### src/rtl/dlt_pkg.sv
`timescale 1ns / 1ps
// ----------------------------------------------------------------------------
// dlt_pkg
// Shared types, codes and constants of the DHCP lease table.
// ----------------------------------------------------------------------------
package dlt_pkg;

  localparam int LEASE_COUNT_DEFAULT = 12;

  localparam int TIME_W    = 48;
  localparam int KEY_W     = 32;
  localparam int CFG_W     = 32;
  localparam int CFG_IDX_W = 2;
  localparam int MSG_W     = 8;
  localparam int LIDX_W    = 4;
  localparam int KIND_W    = 2;
  localparam int STATUS_W  = 2;

  // Configuration register indexes.
  localparam logic [CFG_IDX_W-1:0] REG_SERVER_ADDRESS = 2'd0;
  localparam logic [CFG_IDX_W-1:0] REG_OFFER_HOLD     = 2'd1;
  localparam logic [CFG_IDX_W-1:0] REG_LEASE_SPAN     = 2'd2;

  localparam logic [CFG_W-1:0] OFFER_HOLD_RESET = 32'd10000;
  localparam logic [CFG_W-1:0] LEASE_SPAN_RESET = 32'd86400000;

  // Message types.
  localparam logic [MSG_W-1:0] MSG_DISCOVER = 8'd1;
  localparam logic [MSG_W-1:0] MSG_REQUEST  = 8'd3;

  // Reply kinds.
  localparam logic [KIND_W-1:0] KIND_NACK  = 2'd0;
  localparam logic [KIND_W-1:0] KIND_OFFER = 2'd1;
  localparam logic [KIND_W-1:0] KIND_ACK   = 2'd2;

  // Entry status codes.
  localparam logic [STATUS_W-1:0] ST_AVAIL = 2'd0;
  localparam logic [STATUS_W-1:0] ST_OFFER = 2'd1;
  localparam logic [STATUS_W-1:0] ST_ACK   = 2'd2;

  // Operations of the shared arithmetic unit.
  typedef logic [1:0] alu_op_t;
  localparam alu_op_t ALU_EQ  = 2'd0;
  localparam alu_op_t ALU_LT  = 2'd1;
  localparam alu_op_t ALU_SAT = 2'd2;

  typedef struct packed {
    logic [KEY_W-1:0]    key;
    logic [TIME_W-1:0]   expiry;
    logic [STATUS_W-1:0] status;
    logic [KEY_W-1:0]    host;
  } entry_t;

  typedef struct packed {
    logic              flag;
    logic [TIME_W-1:0] sum;
  } alu_res_t;

  typedef struct packed {
    logic rd_en;
    logic wr_en;
    logic wr_live;
  } mem_ctl_t;

endpackage

### src/rtl/dhcp_lease_table.sv
`timescale 1ns / 1ps
// ----------------------------------------------------------------------------
// dhcp_lease_table
// Lease bookkeeping of a small DHCP server: client lookup, expiry sweep,
// offer and acknowledge of lease entries.
// ----------------------------------------------------------------------------
// The block takes one parsed client message at a time and keeps in_stall
// high until its reply is placed in the output register. A message that is
// not a boot request with a type option is dropped. Otherwise the lease
// memory is read one entry per cycle through its single read port: a
// message whose client key sits in entry i ends the key scan at that entry,
// while a miss scans every entry and then runs a full expiry sweep. A
// finished reply waits in the output register while the next message is
// taken in.
// Configuration writes are always accepted and should be made while idle.
module dhcp_lease_table #(
  parameter int LEASE_COUNT = dlt_pkg::LEASE_COUNT_DEFAULT
) (
  input  logic                            clk,
  input  logic                            rst,
  input  logic                            cfg_valid,
  output logic                            cfg_ready,
  input  logic [dlt_pkg::CFG_IDX_W-1:0]   cfg_index,
  input  logic [dlt_pkg::CFG_W-1:0]       cfg_data,
  input  logic                            in_valid,
  output logic                            in_stall,
  input  logic                            is_request,
  input  logic                            has_type,
  input  logic [dlt_pkg::MSG_W-1:0]       message_code,
  input  logic [dlt_pkg::KEY_W-1:0]       mac_key,
  input  logic [dlt_pkg::KEY_W-1:0]       host_key,
  input  logic [dlt_pkg::TIME_W-1:0]      now,
  output logic                            out_valid,
  input  logic                            out_stall,
  output logic [dlt_pkg::KIND_W-1:0]      reply_kind,
  output logic                            lease_valid,
  output logic [dlt_pkg::LIDX_W-1:0]      lease_index,
  output logic [dlt_pkg::CFG_W-1:0]       client_address
);
  import dlt_pkg::*;

  localparam int IDX_W = (LEASE_COUNT > 1) ? $clog2(LEASE_COUNT) : 1;

  logic [CFG_W-1:0]  server_address;
  logic [CFG_W-1:0]  offer_hold;
  logic [CFG_W-1:0]  lease_span;

  mem_ctl_t          mem_ctl;
  logic [IDX_W-1:0]  mem_rd_addr;
  logic [IDX_W-1:0]  mem_wr_addr;
  entry_t            mem_wr_data;
  entry_t            mem_rd_data;
  alu_op_t           alu_op;
  logic [TIME_W-1:0] alu_a;
  logic [TIME_W-1:0] alu_b;
  alu_res_t          alu_res;

  assign cfg_ready = 1'b1;

  always_ff @(posedge clk) begin
    if (rst) begin
      server_address <= '0;
      offer_hold     <= OFFER_HOLD_RESET;
      lease_span     <= LEASE_SPAN_RESET;
    end else if (cfg_valid && cfg_ready) begin
      case (cfg_index)
        REG_SERVER_ADDRESS: server_address <= cfg_data;
        REG_OFFER_HOLD:     offer_hold     <= cfg_data;
        REG_LEASE_SPAN:     lease_span     <= cfg_data;
        default: begin
        end
      endcase
    end
  end

  dlt_ctrl #(
    .LEASE_COUNT(LEASE_COUNT)
  ) u_ctrl (
    .clk            (clk),
    .rst            (rst),
    .server_address (server_address),
    .offer_hold     (offer_hold),
    .lease_span     (lease_span),
    .in_valid       (in_valid),
    .in_stall       (in_stall),
    .is_request     (is_request),
    .has_type       (has_type),
    .message_code   (message_code),
    .mac_key        (mac_key),
    .host_key       (host_key),
    .now            (now),
    .out_valid      (out_valid),
    .out_stall      (out_stall),
    .reply_kind     (reply_kind),
    .lease_valid    (lease_valid),
    .lease_index    (lease_index),
    .client_address (client_address),
    .mem_ctl        (mem_ctl),
    .mem_rd_addr    (mem_rd_addr),
    .mem_wr_addr    (mem_wr_addr),
    .mem_wr_data    (mem_wr_data),
    .mem_rd_data    (mem_rd_data),
    .alu_op         (alu_op),
    .alu_a          (alu_a),
    .alu_b          (alu_b),
    .alu_res        (alu_res)
  );

  dlt_entry_mem #(
    .LEASE_COUNT(LEASE_COUNT)
  ) u_mem (
    .clk     (clk),
    .rst     (rst),
    .ctl     (mem_ctl),
    .rd_addr (mem_rd_addr),
    .wr_addr (mem_wr_addr),
    .wr_data (mem_wr_data),
    .rd_data (mem_rd_data)
  );

  dlt_alu u_alu (
    .op  (alu_op),
    .a   (alu_a),
    .b   (alu_b),
    .res (alu_res)
  );

endmodule

### src/rtl/dlt_alu.sv
`timescale 1ns / 1ps
// ----------------------------------------------------------------------------
// dlt_alu
// Shared 48-bit unit: equality, less-than and saturating addition.
// ----------------------------------------------------------------------------
module dlt_alu (
  input  dlt_pkg::alu_op_t                op,
  input  logic [dlt_pkg::TIME_W-1:0]      a,
  input  logic [dlt_pkg::TIME_W-1:0]      b,
  output dlt_pkg::alu_res_t               res
);
  import dlt_pkg::*;

  logic [TIME_W:0] wide_sum;

  assign wide_sum = {1'b0, a} + {1'b0, b};

  always_comb begin
    res.flag = 1'b0;
    res.sum  = '0;
    case (op)
      ALU_EQ: begin
        res.flag = (a == b);
      end
      ALU_LT: begin
        res.flag = (a < b);
      end
      ALU_SAT: begin
        // A carry out of the time field clamps to the largest time.
        res.sum = wide_sum[TIME_W] ? '1 : wide_sum[TIME_W-1:0];
      end
      default: begin
        res.flag = 1'b0;
      end
    endcase
  end

endmodule

### src/rtl/dlt_entry_mem.sv
`timescale 1ns / 1ps
// ----------------------------------------------------------------------------
// dlt_entry_mem
// Lease entry storage with one registered read port, one write port and
// a live bit per entry; an entry that is not live reads as a free entry.
// ----------------------------------------------------------------------------
module dlt_entry_mem #(
  parameter  int LEASE_COUNT = dlt_pkg::LEASE_COUNT_DEFAULT,
  localparam int IDX_W       = (LEASE_COUNT > 1) ? $clog2(LEASE_COUNT) : 1
) (
  input  logic                 clk,
  input  logic                 rst,
  input  dlt_pkg::mem_ctl_t    ctl,
  input  logic [IDX_W-1:0]     rd_addr,
  input  logic [IDX_W-1:0]     wr_addr,
  input  dlt_pkg::entry_t      wr_data,
  output dlt_pkg::entry_t      rd_data
);
  import dlt_pkg::*;

  localparam entry_t EMPTY_ENTRY = '{key: '0, expiry: '0, status: ST_AVAIL, host: '0};

  entry_t                 mem [LEASE_COUNT];
  entry_t                 rd_word;
  logic [LEASE_COUNT-1:0] live;
  logic                   rd_live;

  always_ff @(posedge clk) begin
    if (ctl.wr_en) begin
      mem[wr_addr] <= wr_data;
    end
    if (ctl.rd_en) begin
      rd_word <= mem[rd_addr];
    end
  end

  always_ff @(posedge clk) begin
    if (rst) begin
      live    <= '0;
      rd_live <= 1'b0;
    end else begin
      if (ctl.wr_en) begin
        live[wr_addr] <= ctl.wr_live;
      end
      if (ctl.rd_en) begin
        rd_live <= live[rd_addr];
      end
    end
  end

  assign rd_data = rd_live ? rd_word : EMPTY_ENTRY;

endmodule

### src/rtl/dlt_ctrl.sv
`timescale 1ns / 1ps
// ----------------------------------------------------------------------------
// dlt_ctrl
// Sequencer: key scan, expiry sweep with free-entry search, lease update
// and the output register.
// ----------------------------------------------------------------------------
module dlt_ctrl #(
  parameter  int LEASE_COUNT = dlt_pkg::LEASE_COUNT_DEFAULT,
  localparam int IDX_W       = (LEASE_COUNT > 1) ? $clog2(LEASE_COUNT) : 1
) (
  input  logic                          clk,
  input  logic                          rst,
  input  logic [dlt_pkg::CFG_W-1:0]     server_address,
  input  logic [dlt_pkg::CFG_W-1:0]     offer_hold,
  input  logic [dlt_pkg::CFG_W-1:0]     lease_span,
  input  logic                          in_valid,
  output logic                          in_stall,
  input  logic                          is_request,
  input  logic                          has_type,
  input  logic [dlt_pkg::MSG_W-1:0]     message_code,
  input  logic [dlt_pkg::KEY_W-1:0]     mac_key,
  input  logic [dlt_pkg::KEY_W-1:0]     host_key,
  input  logic [dlt_pkg::TIME_W-1:0]    now,
  output logic                          out_valid,
  input  logic                          out_stall,
  output logic [dlt_pkg::KIND_W-1:0]    reply_kind,
  output logic                          lease_valid,
  output logic [dlt_pkg::LIDX_W-1:0]    lease_index,
  output logic [dlt_pkg::CFG_W-1:0]     client_address,
  output dlt_pkg::mem_ctl_t             mem_ctl,
  output logic [IDX_W-1:0]              mem_rd_addr,
  output logic [IDX_W-1:0]              mem_wr_addr,
  output dlt_pkg::entry_t               mem_wr_data,
  input  dlt_pkg::entry_t               mem_rd_data,
  output dlt_pkg::alu_op_t              alu_op,
  output logic [dlt_pkg::TIME_W-1:0]    alu_a,
  output logic [dlt_pkg::TIME_W-1:0]    alu_b,
  input  dlt_pkg::alu_res_t             alu_res
);
  import dlt_pkg::*;

  localparam int CNT_W = $clog2(LEASE_COUNT + 1);

  localparam logic [2:0] ST_IDLE    = 3'd0;
  localparam logic [2:0] ST_SCAN    = 3'd1;
  localparam logic [2:0] ST_CLEAR   = 3'd2;
  localparam logic [2:0] ST_RESOLVE = 3'd3;
  localparam logic [2:0] ST_OUT     = 3'd4;

  logic [2:0]        state;
  logic [CNT_W-1:0]  issue_cnt;
  logic              chk_live;
  logic [IDX_W-1:0]  chk_idx;
  logic              hit;
  logic [IDX_W-1:0]  hit_idx;
  logic              free_hit;
  logic [IDX_W-1:0]  free_idx;

  logic [MSG_W-1:0]  cur_msg;
  logic [KEY_W-1:0]  cur_mac;
  logic [KEY_W-1:0]  cur_host;
  logic [TIME_W-1:0] cur_now;

  logic [KIND_W-1:0] res_kind;
  logic              res_valid;
  logic [LIDX_W-1:0] res_index;
  logic [CFG_W-1:0]  res_addr;

  logic              scanning;
  logic              scan_done;
  logic              rd_en;
  logic              last_chk;
  logic              is_disc;
  logic              is_req;
  logic              have;
  logic [IDX_W-1:0]  sel_idx;
  logic [KIND_W-1:0] kind;
  logic [7:0]        addr_low;

  assign in_stall  = (state != ST_IDLE);
  assign scanning  = (state == ST_SCAN) || (state == ST_CLEAR);
  assign rd_en     = scanning && (issue_cnt != CNT_W'(LEASE_COUNT));
  assign last_chk  = (chk_idx == IDX_W'(LEASE_COUNT - 1));
  assign scan_done = (state == ST_SCAN) && chk_live && !alu_res.flag && last_chk;

  assign is_disc  = (cur_msg == MSG_DISCOVER);
  assign is_req   = (cur_msg == MSG_REQUEST);
  assign have     = hit || (is_disc && free_hit);
  assign sel_idx  = hit ? hit_idx : free_idx;
  assign addr_low = server_address[7:0] + 8'(sel_idx) + 8'd1;

  always_comb begin
    if (is_disc && have) begin
      kind = KIND_OFFER;
    end else if (is_req && hit) begin
      kind = KIND_ACK;
    end else begin
      kind = KIND_NACK;
    end
  end

  // The shared unit compares keys during the scan, expiry times during
  // the sweep and forms the new expiry when the lease is updated.
  always_comb begin
    alu_op = ALU_EQ;
    alu_a  = TIME_W'(mem_rd_data.key);
    alu_b  = TIME_W'(cur_mac);
    case (state)
      ST_CLEAR: begin
        alu_op = ALU_LT;
        alu_a  = mem_rd_data.expiry;
        alu_b  = cur_now;
      end
      ST_RESOLVE: begin
        alu_op = ALU_SAT;
        alu_a  = cur_now;
        alu_b  = is_disc ? TIME_W'(offer_hold) : TIME_W'(lease_span);
      end
      default: begin
        alu_op = ALU_EQ;
      end
    endcase
  end

  always_comb begin
    mem_ctl.rd_en   = rd_en;
    mem_ctl.wr_en   = 1'b0;
    mem_ctl.wr_live = 1'b0;
    mem_rd_addr     = issue_cnt[IDX_W-1:0];
    mem_wr_addr     = chk_idx;
    mem_wr_data     = '0;
    case (state)
      ST_CLEAR: begin
        // An expired entry returns to the free pool.
        mem_ctl.wr_en = chk_live && alu_res.flag;
      end
      ST_RESOLVE: begin
        mem_ctl.wr_en      = (kind != KIND_NACK);
        mem_ctl.wr_live    = 1'b1;
        mem_wr_addr        = sel_idx;
        mem_wr_data.key    = cur_mac;
        mem_wr_data.expiry = alu_res.sum;
        mem_wr_data.status = (kind == KIND_ACK) ? ST_ACK : ST_OFFER;
        mem_wr_data.host   = (kind == KIND_ACK) ? cur_host : '0;
      end
      default: begin
        mem_ctl.wr_en = 1'b0;
      end
    endcase
  end

  always_ff @(posedge clk) begin
    if (rst) begin
      state     <= ST_IDLE;
      issue_cnt <= '0;
      chk_live  <= 1'b0;
      hit       <= 1'b0;
      free_hit  <= 1'b0;
      out_valid <= 1'b0;
    end else begin
      if (out_valid && !out_stall && (state != ST_OUT)) begin
        out_valid <= 1'b0;
      end
      if (scanning) begin
        // A key scan that ends without a hit restarts the reads for the sweep.
        if (scan_done) begin
          issue_cnt <= '0;
          chk_live  <= 1'b0;
        end else begin
          if (rd_en) begin
            issue_cnt <= issue_cnt + CNT_W'(1);
          end
          chk_live <= rd_en;
        end
        chk_idx <= issue_cnt[IDX_W-1:0];
      end
      case (state)
        ST_IDLE: begin
          if (in_valid) begin
            cur_msg   <= message_code;
            cur_mac   <= mac_key;
            cur_host  <= host_key;
            cur_now   <= now;
            hit       <= 1'b0;
            free_hit  <= 1'b0;
            issue_cnt <= '0;
            chk_live  <= 1'b0;
            // A message that is not a boot request with a type gets no reply.
            if (is_request && has_type) begin
              state <= ST_SCAN;
            end
          end
        end
        ST_SCAN: begin
          if (chk_live) begin
            if (alu_res.flag) begin
              hit     <= 1'b1;
              hit_idx <= chk_idx;
              state   <= ST_RESOLVE;
            end else if (last_chk) begin
              state <= ST_CLEAR;
            end
          end
        end
        ST_CLEAR: begin
          if (chk_live) begin
            if ((alu_res.flag || (mem_rd_data.key == '0)) && !free_hit) begin
              free_hit <= 1'b1;
              free_idx <= chk_idx;
            end
            if (last_chk) begin
              state <= ST_RESOLVE;
            end
          end
        end
        ST_RESOLVE: begin
          res_kind  <= kind;
          res_valid <= have;
          res_index <= have ? LIDX_W'(sel_idx) : '0;
          res_addr  <= have ? {server_address[CFG_W-1:8], addr_low} : '0;
          state     <= ST_OUT;
        end
        ST_OUT: begin
          if (!out_valid || !out_stall) begin
            reply_kind     <= res_kind;
            lease_valid    <= res_valid;
            lease_index    <= res_index;
            client_address <= res_addr;
            out_valid      <= 1'b1;
            state          <= ST_IDLE;
          end
        end
        default: begin
          state <= ST_IDLE;
        end
      endcase
    end
  end

endmodule
### config.mk
export PLATFORM = sky130hd
export DESIGN_NAME = dhcp_lease_table
export DESIGN_NICKNAME = d
export VERILOG_FILES = /design/src/rtl/dlt_pkg.sv /design/src/rtl/dhcp_lease_table.sv /design/src/rtl/dlt_alu.sv /design/src/rtl/dlt_entry_mem.sv /design/src/rtl/dlt_ctrl.sv
export SDC_FILE = /design/constraint.sdc
export NUM_CORES = 2
export LEC_CHECK = 0
export ABC_AREA = 1
export BUFFER_PORTS_ARGS = -buffer_cell sky130_fd_sc_hd__buf_4
export CAP_MARGIN = 20
export CORE_MARGIN = 1
export CORE_UTILIZATION = 25
export DETAILED_ROUTE_END_ITERATION = 16
export PLACE_DENSITY = 0.48
export SLEW_MARGIN = 40
export SYNTH_ARGS = -nofsm -noshare
export SYNTH_HDL_FRONTEND = slang
export SYNTH_SLANG_ARGS = --single-unit
### constraint.sdc
create_clock -name clk -period 7.37 [get_ports clk]
set_input_delay 0.737 -clock clk [delete_from_list [all_inputs] [get_ports clk]]
set_output_delay 0.737 -clock clk [all_outputs]
set_load 0.01 [all_outputs]
==> reports/metrics.yaml <==
critical_path:
  rr_worst_depth: 22
  r2r_start: "u_ctrl.cur_msg[5]"
  critPathLaunch: "u_ctrl.cur_msg[5]"
  slowest_stage: "nor2_4"
  endpoint_kind: "register"
  start_kind: "register"
  regToRegSetupSlack_ns: 0.97
  slowest_delay_ns: 0.70
  critPathKind: "register to register"
  arrival_ns: 6.88
  cpMostUsedCell: "nor2_1"
  cp_max_fo: 48
  critPathRequiredTime_ns: 7.85
  r2r_end: "u_mem.mem[3][56]"
  crit_chain: "nor2_1 -> nand2_1 -> nor4b_2 -> nand2_2 -> buf_4 -> nor2_1 -> nor2_1 -> o21ai_0 -> a22oi_1 -> ha_1 -> nor2_1 -> nand3_1 -> nor3_1 -> nand2_1 -> nor2_1 -> nand3_1 -> nand2_2 -> nand2_2 -> nand2_4 -> nand2_1 -> nor2_4 -> buf_12"
floorplanning:
  start_util: 0.251
  die_area_sq_um: 231000
  core.rowCount: 175
  chipHeight_microns: 480
  die_w_microns: 480
  core_sq_um: 227000
  io_pins: 203
route:
  dr_wl_met3_microns: 9660
  finalWirelength_microns: 191000
  first_pass_iters: 6
  post_drt_via_cell_ratio: 4.72
  drt_iter0_markers: 3510
  top_layer: "met5"
  wl_per_cell_microns: 22.7
  vias: 39700
  drc: 0
  wl_met1_microns: 85800
  wl_met2_microns: 89200
  ant_nets: 0
placed_design:
  place_ws_ns: 1.07
  finalWeightedCongestion: 0.937
  place_area_sq_um: 62500
  post-dp-hpwl_microns: 121000
  port_buffers: 169
yosys:
  syn_area_sq_um: 57200
  synth_nets: 5400
  yosys_warnings: 0
  synth_top_area_frac: 0.639
  synthArstFlopShare: 0
  synth-seq-cells: 1338
  ys.flop_type: "edfxtp_1"
  syn_area_per_cell_sq_um: 11.1
  netlist_top_cells_area: "edfxtp_1, o21ai_0, nor2_1"
  ys_types: 51
  ys_seq_area_frac: 0.681
  synth_edf_count: 1218
  synth_cells: 5135
  yosys.area.top_type: "edfxtp_1"
clock_tree:
  cts_resized: 0
  clock-root-buffer: "clkbuf_16"
  cts.path.max_buffers: 3
  post-cts-setup-buffers: 0
  cts_hold_buf: 0
  numCtsBuffers: 143
  clkTransAtPathRegs_ns: 0.06
  cts_max_level: 4
  clk_latency_ns: 0.83
  cts_tree: "done"
  cts.sinks: 1338
layout:
  drive_above_1_share: 0.108
  fin_util: 0.295
  stdcell_area_sq_um: 67200
  final_common_cell: "edfxtp_1"
  areaGrowthSynthToFinish_pct: 17.4
  final_nets: 5539
  final_cell_mix: "edfxtp_1, nor2_1, o21ai_0"
power_and_ir_drop:
  p_leak_uw: 0.0222
  peakVddDrop_v: 0.000185
  powerDensity_nw_per_um2: 316
  power_uw: 21200
worst_hold_path:
  hold_class: "input port to register"
  min_path_cells: 1
  holdPathEnd: "u_ctrl.cur_now[8]"
  hp-start: "now[8]"
sta:
  fin_skew_ns: 0.0475
  finalSetupViolCount: 0
  tightest_slew_ns: 0.953
  drv_slew: 0
  min_period_over_period: 0.868
  clock.fmax_ghz: 0.156
  finalCriticalPeriod_ns: 6.40
  fin_ws_ns: 0.971
  rsz0062_at_grt: "false"
  final_hold_viol_count: 0
  slew-limit-headroom: 0.358
  finalSetupTns_ns: 0
global_route:
  grt_antenna_before_repair: 4
  grt_max_degree: 167
  grt_pass1_vias: 38000
  grt_use_total: 0.161
  grt-ovfl-total: 0
  grt_pass1_wl_microns: 272000
run:
  drv_cap: 0
outcome:
  status: "complete, no violations"
[worst max-delay path: cells and delay by family, from the launching register on]
family / cells / cell delay [ns]
fa+ha+maj: 1 / 0.51
buf+inv: 2 / 0.64
flops: 1 / 0.36
compound gates: 2 / 0.63
simple gates: 17 / 3.80
[power by group]
group | switching, uW | leakage (uW) | total, uW | internal [uW]
combinational | 3750 | 0.00877 | 5070 | 1330
sequential | 352 | 0.0112 | 9060 | 8710
clock | 3110 | 0.00223 | 7070 | 3960
total | 7210 | 0.0222 | 21200 | 14000
[flip-flops by register name, indices dropped and copies added (netlist names), 12 cells and up]
signal	cells
u_ctrl.cur_now	48
server_address	32
lease_span	32
u_mem.live	12
u_ctrl.cur_mac	32
u_mem.rd_word	80
u_ctrl.res_addr	32
u_ctrl.client_address	32
u_mem.mem	960
offer_hold	32
[how the worst max path moves through the flow]
stage,endpoint,slack (ns),cells after the start
2_1_floorplan,u_mem.mem[11][100],0.37,22
3_3_place_gp,u_mem.mem[11][35],1.05,22
3_5_place_dp,u_mem.mem[11][85],1.07,22
4_1_cts,u_mem.mem[3][56],1.02,22
5_1_grt,u_mem.mem[7][69],0.72,23
6_report,u_mem.mem[3][56],0.97,22
[cell usage after synthesis, types with 5 or more instances]
master and number:
buf_1 28, buf_2 36, or2_2 12, a21o_1 11, nand3_1 119, clkbuf_1 215, o221ai_1 33, nor4_1 5
a211oi_1 50, clkinv_1 5, ha_1 102, buf_6 5, nor2_1 1025, nand2_1 388, nor3_1 22, inv_2 12
nand4_1 17, edfxtp_1 1218, xor2_1 22, o41ai_1 8, o22ai_1 113, dfxtp_1 120, o211ai_1 6, a22oi_1 39
a31oi_1 72, a21oi_1 269, inv_1 352, o21ai_0 781
[per-layer routing]
layer | track usage | up-vias
li1 | - | 18500
met1 | 0.219 | 19700
met2 | 0.261 | 1213
met3 | 0.0226 | 233
met4 | 0.0566 | 2
met5 | 0 | -
[kinds of logic (layout without fill, tap and decap cells)]
| kind of cell | Yosys count | after routing | share of synthesized area |
|---|---|---|---|
| DFF | 1338 | 1338 | 0.681 |
| AOI/OAI and AO/OA | 1400 | 1400 | 0.135 |
| muxes | 1 | 1 | 0.000175 |
| and+or+nand+nor | 1610 | 1610 | 0.112 |
| adders and majority gates | 104 | 104 | 0.0230 |
| buffers and inverters | 658 | 910 | 0.0449 |
| other | 1 | 2 | 0.0000655 |
| xor gates and xnor gates | 23 | 23 | 0.00352 |
[through the flow]
step	hold slack [ns]	instances
2_1_floorplan	0.400	5135
3_5_place_dp	0.405	8137
4_1_cts	0.0138	8395
3_3_place_gp	0.402	8133
6_report	0.0803	8397
5_1_grt	0.0404	8397
[final cells by class]
class	instances	area, sq um
diodes	1	2.50
clock buffers	178	3760
clock inverters	80	838
fillers	23400	160000
inverters	370	1410
multi-input cells	3139	15900
flip-flops and latches	1338	39000
well taps	3009	3760
repair buffers	282	2490
Note: power is estimated with default switching activity, not from simulation.
